[config.mk]
export PLATFORM = sky130hd
export DESIGN_NAME = led_matrix_and_digit_scanner
export DESIGN_NICKNAME = d
export VERILOG_FILES = /design/src/design/lmds_pkg.sv /design/src/design/lmds_front.sv /design/src/design/lmds_queue.sv /design/src/design/lmds_back.sv /design/src/design/led_matrix_and_digit_scanner.sv
export SDC_FILE = /design/constraint.sdc
export NUM_CORES = 1
export LEC_CHECK = 0
export BUFFER_PORTS_ARGS = -buffer_cell sky130_fd_sc_hd__buf_4
export CAP_MARGIN = 20
export CORE_ASPECT_RATIO = 1.2
export CORE_MARGIN = 2
export CORE_UTILIZATION = 61
export CTS_CLUSTER_DIAMETER = 80
export DETAILED_ROUTE_END_ITERATION = 8
export PLACE_DENSITY = 0.85
export SLEW_MARGIN = 0
export SYNTH_ARGS = -nofsm -noshare
export SYNTH_HDL_FRONTEND = slang
export SYNTH_SLANG_ARGS = --single-unit
[constraint.sdc]
create_clock -name aclk -period 3.25 [get_ports aclk]
set_input_delay 0.65 -clock aclk [delete_from_list [all_inputs] [get_ports aclk]]
set_output_delay 0.65 -clock aclk [all_outputs]
set_load 0.01 [all_outputs]
[src/design/lmds_pkg.sv]
package lmds_pkg;

    localparam int MATRIX_ROWS    = 6;
    localparam int LED_COLS       = 6;
    localparam int ROW_W          = 3;
    localparam int DIGIT_W        = 4;
    localparam int CODE_W         = 5;
    localparam int BYTES_PER_TICK = 6;
    localparam int BYTE_IDX_W     = 3;
    localparam int QUEUE_DEPTH    = 2;

    localparam logic [2:0] OP_SET_LED   = 3'd0;
    localparam logic [2:0] OP_FILL_LEDS = 3'd1;
    localparam logic [2:0] OP_WR_DIGIT  = 3'd2;
    localparam logic [2:0] OP_REFRESH   = 3'd3;
    localparam logic [2:0] OP_BUTTON    = 3'd4;

    localparam logic KIND_SHIFT  = 1'b0;
    localparam logic KIND_BUTTON = 1'b1;

    localparam logic [CODE_W-1:0] BLANK_CODE = 5'd16;

    typedef struct packed {
        logic [2:0]         opcode;
        logic [2:0]         led_column;
        logic [ROW_W-1:0]   led_row;
        logic               led_on;
        logic [DIGIT_W-1:0] digit_index;
        logic [CODE_W-1:0]  digit_value;
        logic [7:0]         pin_levels;
    } lmds_in_t;

    typedef struct packed {
        logic             result_kind;
        logic [7:0]       data_byte;
        logic [ROW_W-1:0] row_index;
        logic             last;
    } lmds_out_t;

    typedef struct packed {
        logic                kind;
        logic [ROW_W-1:0]    row;
        logic [LED_COLS-1:0] row_bits;
        logic [DIGIT_W-1:0]  digit;
        logic [CODE_W-1:0]   code;
        logic [7:0]          mask;
    } lmds_job_t;

    function automatic logic [7:0] seg_code(input logic [CODE_W-1:0] code);
        logic [7:0] seg;
        unique case (code)
            5'd0:    seg = 8'h3F;
            5'd1:    seg = 8'h06;
            5'd2:    seg = 8'h5B;
            5'd3:    seg = 8'h4F;
            5'd4:    seg = 8'h66;
            5'd5:    seg = 8'h6D;
            5'd6:    seg = 8'h7D;
            5'd7:    seg = 8'h07;
            5'd8:    seg = 8'h7F;
            5'd9:    seg = 8'h67;
            5'd10:   seg = 8'h77;
            5'd11:   seg = 8'h7C;
            5'd12:   seg = 8'h39;
            5'd13:   seg = 8'h5E;
            5'd14:   seg = 8'h79;
            5'd15:   seg = 8'h71;
            default: seg = 8'h00;
        endcase
        return seg;
    endfunction

endpackage

[src/design/lmds_front.sv]
module lmds_front
    import lmds_pkg::*;
#(
    parameter int DIGIT_COUNT = 9
) (
    input  logic      aclk,
    input  logic      aresetn,
    input  logic      s_valid,
    output logic      s_ready,
    input  lmds_in_t  s_payload,
    output logic      job_valid,
    input  logic      job_ready,
    output lmds_job_t job
);

    localparam int DIGIT_IW = (DIGIT_COUNT > 1) ? $clog2(DIGIT_COUNT) : 1;

    logic [LED_COLS-1:0] led_bits_reg    [MATRIX_ROWS];
    logic [CODE_W-1:0]   digit_store_reg [DIGIT_COUNT];
    logic [ROW_W-1:0]    row_counter_reg;
    logic [ROW_W-1:0]    row_counter_next;
    logic [DIGIT_W-1:0]  digit_counter_reg;
    logic [DIGIT_W-1:0]  digit_counter_next;
    logic                accept;
    logic                do_tick;
    logic                do_set;
    logic                do_digit;
    logic [CODE_W-1:0]   digit_clamped;

    assign s_ready  = job_ready;
    assign accept   = s_valid && s_ready;
    assign do_tick  = accept && (s_payload.opcode == OP_REFRESH);
    assign do_set   = accept && (s_payload.opcode == OP_SET_LED)
                      && (s_payload.led_column < 3'(LED_COLS))
                      && (s_payload.led_row < ROW_W'(MATRIX_ROWS));
    assign do_digit = accept && (s_payload.opcode == OP_WR_DIGIT)
                      && (s_payload.digit_index < DIGIT_W'(DIGIT_COUNT));
    assign digit_clamped = (s_payload.digit_value > BLANK_CODE) ? BLANK_CODE
                                                                : s_payload.digit_value;

    assign job_valid = s_valid && ((s_payload.opcode == OP_REFRESH)
                                   || (s_payload.opcode == OP_BUTTON));

    always_comb begin
        job.kind     = (s_payload.opcode == OP_BUTTON) ? KIND_BUTTON : KIND_SHIFT;
        job.row      = row_counter_reg;
        job.row_bits = led_bits_reg[row_counter_reg];
        job.digit    = digit_counter_reg;
        job.code     = digit_store_reg[digit_counter_reg[DIGIT_IW-1:0]];
        job.mask     = ~s_payload.pin_levels;
    end

    assign row_counter_next = (row_counter_reg == ROW_W'(MATRIX_ROWS - 1)) ? '0
                              : row_counter_reg + 1'b1;
    assign digit_counter_next = (digit_counter_reg == DIGIT_W'(DIGIT_COUNT - 1)) ? '0
                                : digit_counter_reg + 1'b1;

    always_ff @(posedge aclk) begin
        if (!aresetn) begin
            row_counter_reg   <= '0;
            digit_counter_reg <= '0;
            for (int i = 0; i < MATRIX_ROWS; i++) begin
                led_bits_reg[i] <= '0;
            end
            for (int i = 0; i < DIGIT_COUNT; i++) begin
                digit_store_reg[i] <= CODE_W'(i);
            end
        end else begin
            if (do_tick) begin
                row_counter_reg   <= row_counter_next;
                digit_counter_reg <= digit_counter_next;
            end
            for (int i = 0; i < MATRIX_ROWS; i++) begin
                for (int j = 0; j < LED_COLS; j++) begin
                    if (accept && (s_payload.opcode == OP_FILL_LEDS)) begin
                        led_bits_reg[i][j] <= s_payload.led_on;
                    end else if (do_set && (s_payload.led_row == ROW_W'(i))
                                 && (s_payload.led_column == 3'(j))) begin
                        led_bits_reg[i][j] <= s_payload.led_on;
                    end
                end
            end
            for (int i = 0; i < DIGIT_COUNT; i++) begin
                if (do_digit && (s_payload.digit_index == DIGIT_W'(i))) begin
                    digit_store_reg[i] <= digit_clamped;
                end
            end
        end
    end

    a_row_range: assert property (@(posedge aclk) disable iff (!aresetn)
        row_counter_reg < ROW_W'(MATRIX_ROWS))
        else $error("row counter out of range");

    a_digit_range: assert property (@(posedge aclk) disable iff (!aresetn)
        digit_counter_reg < DIGIT_W'(DIGIT_COUNT))
        else $error("digit counter out of range");

    a_tick_advance: assert property (@(posedge aclk) disable iff (!aresetn)
        do_tick |=> row_counter_reg == $past(row_counter_next))
        else $error("row counter did not advance on refresh");

endmodule

[src/design/lmds_queue.sv]
module lmds_queue
    import lmds_pkg::*;
(
    input  logic      aclk,
    input  logic      aresetn,
    input  logic      push,
    input  lmds_job_t push_job,
    output logic      full,
    input  logic      pop,
    output logic      head_valid,
    output lmds_job_t head_job
);

    localparam int PTR_W = (QUEUE_DEPTH > 1) ? $clog2(QUEUE_DEPTH) : 1;
    localparam int CNT_W = $clog2(QUEUE_DEPTH + 1);

    lmds_job_t        slot_reg [QUEUE_DEPTH];
    logic [PTR_W-1:0] wr_ptr_reg;
    logic [PTR_W-1:0] rd_ptr_reg;
    logic [CNT_W-1:0] count_reg;
    logic             do_push;
    logic             do_pop;

    assign full       = (count_reg == CNT_W'(QUEUE_DEPTH));
    assign head_valid = (count_reg != '0);
    assign head_job   = slot_reg[rd_ptr_reg];
    assign do_push    = push && !full;
    assign do_pop     = pop && head_valid;

    always_ff @(posedge aclk) begin
        if (do_push) begin
            slot_reg[wr_ptr_reg] <= push_job;
        end
    end

    always_ff @(posedge aclk) begin
        if (!aresetn) begin
            wr_ptr_reg <= '0;
            rd_ptr_reg <= '0;
            count_reg  <= '0;
        end else begin
            if (do_push) begin
                wr_ptr_reg <= (wr_ptr_reg == PTR_W'(QUEUE_DEPTH - 1)) ? '0
                              : wr_ptr_reg + 1'b1;
            end
            if (do_pop) begin
                rd_ptr_reg <= (rd_ptr_reg == PTR_W'(QUEUE_DEPTH - 1)) ? '0
                              : rd_ptr_reg + 1'b1;
            end
            count_reg <= count_reg + CNT_W'(do_push) - CNT_W'(do_pop);
        end
    end

endmodule

[src/design/lmds_back.sv]
module lmds_back
    import lmds_pkg::*;
(
    input  logic      aclk,
    input  logic      aresetn,
    input  logic      head_valid,
    input  lmds_job_t head_job,
    output logic      pop,
    output logic      m_valid,
    input  logic      m_ready,
    output lmds_out_t m_payload
);

    logic [BYTE_IDX_W-1:0] idx_reg;
    logic                  m_valid_reg;
    lmds_out_t             m_payload_reg;
    logic                  load;
    logic                  low_half;
    logic [7:0]            row_sel;
    logic [7:0]            lo_bits;
    logic [7:0]            hi_bits;
    logic [7:0]            tick_byte;
    logic                  tick_last;
    lmds_out_t             next_out;

    assign load      = head_valid && (!m_valid_reg || m_ready);
    assign tick_last = (idx_reg == BYTE_IDX_W'(BYTES_PER_TICK - 1));
    assign pop       = load && ((head_job.kind == KIND_BUTTON) || tick_last);

    assign low_half = (head_job.row < 3'd3);
    assign row_sel  = low_half ? (8'd1 << head_job.row) : (8'd1 << (head_job.row - 3'd3));
    assign lo_bits  = {1'b0, head_job.row_bits[2:0], 4'b0000};
    assign hi_bits  = {1'b0, head_job.row_bits[5:3], 4'b0000};

    always_comb begin
        unique case (idx_reg)
            3'd0:    tick_byte = low_half ? 8'h00 : (row_sel | lo_bits);
            3'd1:    tick_byte = low_half ? 8'h00 : (row_sel | hi_bits);
            3'd2:    tick_byte = low_half ? (row_sel | hi_bits) : 8'h00;
            3'd3:    tick_byte = low_half ? (row_sel | lo_bits) : 8'h00;
            3'd4:    tick_byte = (head_job.digit == '0) ? 8'h00
                                 : (8'd1 << (head_job.digit - 1'b1));
            default: tick_byte = seg_code(head_job.code)
                                 | {(head_job.digit == '0), 7'b0000000};
        endcase
    end

    always_comb begin
        if (head_job.kind == KIND_BUTTON) begin
            next_out.result_kind = KIND_BUTTON;
            next_out.data_byte   = head_job.mask;
            next_out.row_index   = head_job.row;
            next_out.last        = 1'b1;
        end else begin
            next_out.result_kind = KIND_SHIFT;
            next_out.data_byte   = tick_byte;
            next_out.row_index   = '0;
            next_out.last        = tick_last;
        end
    end

    always_ff @(posedge aclk) begin
        if (load) begin
            m_payload_reg <= next_out;
        end
    end

    always_ff @(posedge aclk) begin
        if (!aresetn) begin
            idx_reg     <= '0;
            m_valid_reg <= 1'b0;
        end else begin
            if (load) begin
                m_valid_reg <= 1'b1;
            end else if (m_ready) begin
                m_valid_reg <= 1'b0;
            end
            if (pop) begin
                idx_reg <= '0;
            end else if (load) begin
                idx_reg <= idx_reg + 1'b1;
            end
        end
    end

    assign m_valid   = m_valid_reg;
    assign m_payload = m_payload_reg;

    a_idx_range: assert property (@(posedge aclk) disable iff (!aresetn)
        idx_reg < BYTE_IDX_W'(BYTES_PER_TICK))
        else $error("byte index out of range");

    a_job_held: assert property (@(posedge aclk) disable iff (!aresetn)
        (idx_reg != '0) |-> (head_valid && (head_job.kind == KIND_SHIFT)))
        else $error("refresh request lost mid-sequence");

    a_button_row: assert property (@(posedge aclk) disable iff (!aresetn)
        (m_valid && (m_payload.result_kind == KIND_BUTTON))
        |-> (m_payload.last && (m_payload.row_index < ROW_W'(MATRIX_ROWS))))
        else $error("bad button result");

endmodule

[src/design/led_matrix_and_digit_scanner.sv]
// LED matrix and seven-segment scanner. The front takes one request per cycle while its
// two-entry job queue has room: LED and digit writes update the display state at once and
// produce nothing, a refresh tick or button sample snapshots the current row, digit and
// inverted pin byte into the queue. The back drains the queue through a registered
// output, one result per cycle while the output is accepted: a refresh tick gives six
// shift bytes, the last flagged, and a button sample gives one result. The byte sequencer
// starts the next queued job only after a tick's last byte; no clearing pass after reset.
module led_matrix_and_digit_scanner
    import lmds_pkg::*;
#(
    parameter int DIGIT_COUNT = 9
) (
    input  logic      aclk,
    input  logic      aresetn,
    input  logic      s_valid,
    output logic      s_ready,
    input  lmds_in_t  s_payload,
    output logic      m_valid,
    input  logic      m_ready,
    output lmds_out_t m_payload
);

    logic      job_valid;
    logic      queue_full;
    lmds_job_t job;
    logic      pop;
    logic      head_valid;
    lmds_job_t head_job;

    lmds_front #(
        .DIGIT_COUNT(DIGIT_COUNT)
    ) u_front (
        .aclk      (aclk),
        .aresetn   (aresetn),
        .s_valid   (s_valid),
        .s_ready   (s_ready),
        .s_payload (s_payload),
        .job_valid (job_valid),
        .job_ready (!queue_full),
        .job       (job)
    );

    lmds_queue u_queue (
        .aclk       (aclk),
        .aresetn    (aresetn),
        .push       (job_valid && s_ready),
        .push_job   (job),
        .full       (queue_full),
        .pop        (pop),
        .head_valid (head_valid),
        .head_job   (head_job)
    );

    lmds_back u_back (
        .aclk       (aclk),
        .aresetn    (aresetn),
        .head_valid (head_valid),
        .head_job   (head_job),
        .pop        (pop),
        .m_valid    (m_valid),
        .m_ready    (m_ready),
        .m_payload  (m_payload)
    );

endmodule
==> results.cfg, run 1 <==
[clocking]
clk_pin_slew_ns = 0.06
cts-htree-levels = 4
clock_path_buffers = 2
cts_tree = yes
postCtsHoldBufs = 0
cts_buffers = 17
postCtsSetupBuffers = 0
clock-sinks = 171
insertion_delay_ns = 0.42
cts_resized = 0
root_buffer = clkbuf_16

[worst_setup_path]
crit_required_ns = 3.56
crit_path_end_kind = flop
cp_cell_sequence = buf_4 > nand2b_1 > and2_1 > inv_1 > a21oi_1 > nor2_1 > ha_1 > inv_1 > ha_1 > xnor2_1 > xnor2_1 > and2_1
rr_endpoint = u_queue.count_reg[1]
cp_top_family = simple AND/OR/NAND/NOR gates
reg2reg_depth = 12
critPathBufInv = 3
worst_ep_arrival_time_ns = 3.14
cp_slowest_cell = dfxtp_1
worstPathMaxFanout = 12
critPathMaxStageDelay_ns = 0.53
path_class = flop to flop
rrSetupSlack_ns = 0.41
start_kind = flop

[finish]
regArea_mm2 = 0.004905
largest_reg_flops = 54
stdcell_count = 886
final_util = 0.7002
fin_area_mm2 = 0.009189
drive_gt1_frac = 0.1922
fill_cells = 877
multi_input_area_mm2 = 0.002983
final_nets = 751
antenna_cells = 0
area_growth_pct = 12.66

[sta]
clock_skew_ns = 0.008313
period_minus_slack_ns = 2.836
setup_viol = 0
relSlewSlack = 0.3934
timing.final.crit_share = 0.8725
setup_ws_ns = 0.4143
finalHoldViolations = 0
clock.fmax_mhz = 352.6
rsz0062_at_grt = false
hold_slack_ns = 0.4984
worstMarginPinSlew_ns = 0.9021
slew_violations = 0
setup_tns_ns = 0

[floorplanning]
die_w_um = 109.6
rows = 46
start_util = 0.6216
die_h_um = 130.7
pin_count = 46
fp.dieArea_mm2 = 0.01432
core_mm2 = 0.01312

[yosys]
synthTopCellsByArea = edfxtp_1 54%, dfxtp_1 5.6%, mux4_2 4.7%
synthCells = 660
synthAdderAreaFrac = 0.02301
avgSynthCellArea_um2 = 12.36
yosysWarnings = 0
synth-async-reset-ratio = 0
synth_compound_gate_area_share = 0.1126
synth_seq_cells = 171
synth.most_common_cell = edfxtp_1
synth_xor_area_frac = 0.008590
muxShareOfSynthArea = 0.09373
synth-main-ff-cell = edfxtp_1
synth_top_cells_by_count = 148 x edfxtp_1, 85 x nand2_1, 43 x o21ai_0, 42 x a21oi_1, 33 x nor2_1
synth_fp_nets = 706
ys_seq_area_frac = 0.6013
yosys.area_share.simple = 0.1273
ys_types = 70
synth_edf_count = 148
synth_top_family_by_area = simple AND/OR/NAND/NOR gates
synth_top_area_frac = 0.5449
netlist_area_mm2 = 0.008157
synth_top_cell_by_area = edfxtp_1

[route]
ant_nets = 0
dr_wl_met3_um = 958
drt_iter0_drc = 548
wl_um = 17010
m1WireLength_um = 6800
wl_met2_um = 8661
routedWlPerCell_um = 19.19
top_layer = met4
dr.pass1.iters = 5
routed_via_density = 6.247
route.vias.total = 5535
drc = 0

[placed_design]
place.port_buffers = 45
pre_cts_ws_ns = 0.3310
hpwl_um = 11630
gp_congestion = 0.9910
dp_cells = 854
dpl_cell_area_mm2 = 0.008653

[power]
power_mw = 5.976
p_leak_nw = 3.228
power.density_mw_per_mm2 = 650.4
ir_drop_v = 0.0004582

[min_path]
hold_path_class = flop to flop
holdPathStages = 0
holdCritStartpoint = u_front.row_counter_reg[1]
min_to = u_queue.slot_reg[0][24]

[run_status]
outcome = finished, final reports clean

[grt]
overflow = 0
antenna_found_initial = 0
grt_pass1_vias = 5372
grt_max_degree = 30
track_usage = 0.2477
grt_first_pass_wirelength_um = 26780

[run]
max_cap_viol_count = 0
how the worst max path moves through the flow:
stage	depth (start not counted)	to
finish	12	u_queue.count_reg[1]
global route	12	u_queue.count_reg[1]
CTS	12	u_queue.count_reg[1]
detailed placement	5	u_front.digit_store_reg[4][4]
global placement	6	u_back.m_payload[7]
floorplan	4	u_queue.slot_reg[0][0]
placed cells by master, fill, tap and decap left out, types with 7 or more instances in the layout:
cell type	count
a21oi_1	41
o21ai_0	43
clkbuf_16	17
edfxtp_1	148
nor2b_1	7
nand2_1	85
mux2_2	8
mux2i_1	24
inv_1	26
o22ai_1	9
dfxtp_1	23
and2_1	12
ha_1	15
buf_4	60
a21boi_0	7
nand3_1	12
nand2b_1	7
xnor2_1	7
nor2_1	33
nor3_1	10
mux4_2	17
layout make-up:
class	count	share of cell area
clock buffer	20	0.04752
clock inverter	12	0.01076
inverter	28	0.01144
multi-input combinational	427	0.3246
sequential	171	0.5338
tap	168	0.02288
timing repair buffer	60	0.04902
report_power, final:
group          internal, mW  leakage, nW  switching, mW  total [mW]
combinational         0.588         1.36          0.784        1.37
sequential             2.64         1.61          0.114        2.76
clock                  1.05        0.259          0.799        1.85
cells by family (layout without fill, tap and decap cells):
family	count (synthesis)	count (layout)
and+or+nand+nor	205	205
DFF	171	171
AOI/OAI and AO/OA	147	147
buffers and inverters	62	120
muxes	52	52
adders and majority gates	15	15
xor gates and xnor gates	8	8
routing by layer:
layer	vias to the layer above	track usage
met1	2687	0.3090
met2	241	0.4165
li1	2558	-
met4	0	0.1221
met5	-	0
met3	49	0.04663
Note: power is estimated with default switching activity, not from simulation.
==> inputs of run 2 (changes only) <==
==> constraint.sdc (replaced) <==
create_clock -name aclk -period 3.25 [get_ports aclk]
set_input_delay 0.1625 -clock aclk [delete_from_list [all_inputs] [get_ports aclk]]
set_output_delay 0.1625 -clock aclk [all_outputs]
set_load 0.01 [all_outputs]
==> run 2 against run 1 <==
  * Wire length increased by 0.88%
  * Core utilization increased by 0.63 points
  * Combinational power is essentially flat
  * Highest routed layer unchanged
  * Clock-buffer cell count is 1 lower
  * Register-to-register slack lost 0.08 ns
  * Clock power grew 12%
  * Clock skew grew 0.0070 ns
  * Maximum frequency fell by 2.6%
  * Critical path type unchanged
==> results.cfg, run 2 (synthesis results as in run 1) <==
[grt]
track_usage = 0.2516
grt_first_pass_wirelength_um = 27010
antenna_found_initial = 0
grt_pass1_vias = 5351
grt_max_degree = 30
overflow = 0

[sta]
slew_violations = 0
hold_slack_ns = 0.01850
relSlewSlack = 0.3529
worstMarginPinSlew_ns = 0.9605
setup_ws_ns = 0.3376
setup_viol = 0
rsz0062_at_grt = false
finalHoldViolations = 0
setup_tns_ns = 0
period_minus_slack_ns = 2.912
clock.fmax_mhz = 343.4
timing.final.crit_share = 0.8961
clock_skew_ns = 0.01531

[floorplanning]
fp.dieArea_mm2 = 0.01432
die_w_um = 109.6
start_util = 0.6216
core_mm2 = 0.01312
pin_count = 46
rows = 46
die_h_um = 130.7

[min_path]
min_to = u_queue.slot_reg[1][5]
holdCritStartpoint = s_payload[5]
hold_path_class = input pin to flop
holdPathStages = 2

[clocking]
postCtsHoldBufs = 0
cts_tree = yes
postCtsSetupBuffers = 0
cts-htree-levels = 4
cts_buffers = 17
root_buffer = clkbuf_16
insertion_delay_ns = 0.42
clock_path_buffers = 2
clk_pin_slew_ns = 0.06
clock-sinks = 171
cts_resized = 0

[placed_design]
place.port_buffers = 45
hpwl_um = 11750
pre_cts_ws_ns = 0.3847
gp_congestion = 1.018

[finish]
regArea_mm2 = 0.004905
largest_reg_flops = 54
fill_cells = 852
final_common_cell = edfxtp_1
final_nets = 753
drive_gt1_frac = 0.1933
multi_input_area_mm2 = 0.002983
final_cell_mix = 148 x edfxtp_1, 85 x nand2_1, 61 x buf_4
area_growth_pct = 13.67
antenna_cells = 0

[worst_setup_path]
rrSetupSlack_ns = 0.34
rr_endpoint = u_back.m_payload[7]
path_class = flop to flop
worstPathMaxFanout = 9
crit_path_end_kind = flop
worst_ep_arrival_time_ns = 3.07
critPathMaxStageDelay_ns = 0.65
reg2reg_depth = 7
critPathBufInv = 1
cp_cell_sequence = mux2_2 > inv_1 > ha_1 > mux2i_1 > a2111oi_0 > o221a_2 > a21oi_1
crit_required_ns = 3.41
start_kind = flop
cp_slowest_cell = a2111oi_0
cp_top_family = compound AO/OA/AOI/OAI gates

[route]
ant_nets = 0
drc = 0
routedWlPerCell_um = 19.34
dr.pass1.iters = 5
drt_iter0_drc = 449
routed_via_density = 6.285
route.vias.total = 5575
wl_um = 17160

[power]
p_leak_nw = 3.263
power.density_mw_per_mm2 = 670.2
ir_drop_v = 0.0004571

[run_status]
outcome = finished, final reports clean

[run]
max_cap_viol_count = 0
==> run 2: cell count changes in the layout (fill, tap and decap cells not counted) <==
cell,before,now
clkinv_2,4,0
bufinv_16,1,4
buf_4,60,61
clkbuf_1,3,2
clkbuf_2,0,1
clkinv_1,2,3
clkinv_4,1,2
inv_6,2,1
==> run 2: worst max-delay path by stage <==
stage	cells past startpoint	end	slack, ns	from
final	7	u_back.m_payload[7]	0.34	flop
after CTS	7	u_back.m_payload[7]	0.36	flop
after global placement	7	u_back.m_payload[7]	0.50	flop
after detailed placement	7	u_back.m_payload[7]	0.38	flop
after floorplan	5	u_queue.slot_reg[0][0]	0.48	u_queue.count_reg[0]
after global routing	8	u_back.m_payload[10]	0.12	flop
==> run 2: routing by layer <==
layer  global-route usage  routed length [um]  part of all wire  vias to the layer above
met4               0.1035                 497             0.029                        0
li1                     -                   -                 -                     2564
met2               0.4383                9041              0.53                      249
met5                    0                   0                 0                        -
met3              0.05357                1065             0.062                       50
met1               0.3041                6551              0.38                     2712
==> run 2: per-stage QoR <==
stage	std cells	util	power [mW]	instance area [um2]
2_1_floorplan	660	-	3.706	8157
6_report	887	0.7065	6.213	9271
4_1_cts	886	0.7061	6.209	9266
3_3_place_gp	855	0.6600	4.086	8661
3_5_place_dp	855	0.6600	4.153	8661
5_1_grt	887	0.7065	6.459	9271
==> run 2: final cells by class <==
cell class | instances | area share
Timing Repair Buffer | 62 | 0.04993
Sequential cell | 171 | 0.5290
Multi-Input combinational cell | 427 | 0.3217
Clock inverter | 12 | 0.01862
Clock buffer | 19 | 0.04669
Inverter | 28 | 0.01134
Tap cell | 168 | 0.02267
==> run 2: where the power goes <==
group,switching [mW],internal [mW],total [mW],leakage (nW)
combinational,0.786,0.591,1.38,1.37
sequential,0.119,2.64,2.76,1.61
clock,0.797,1.28,2.08,0.286
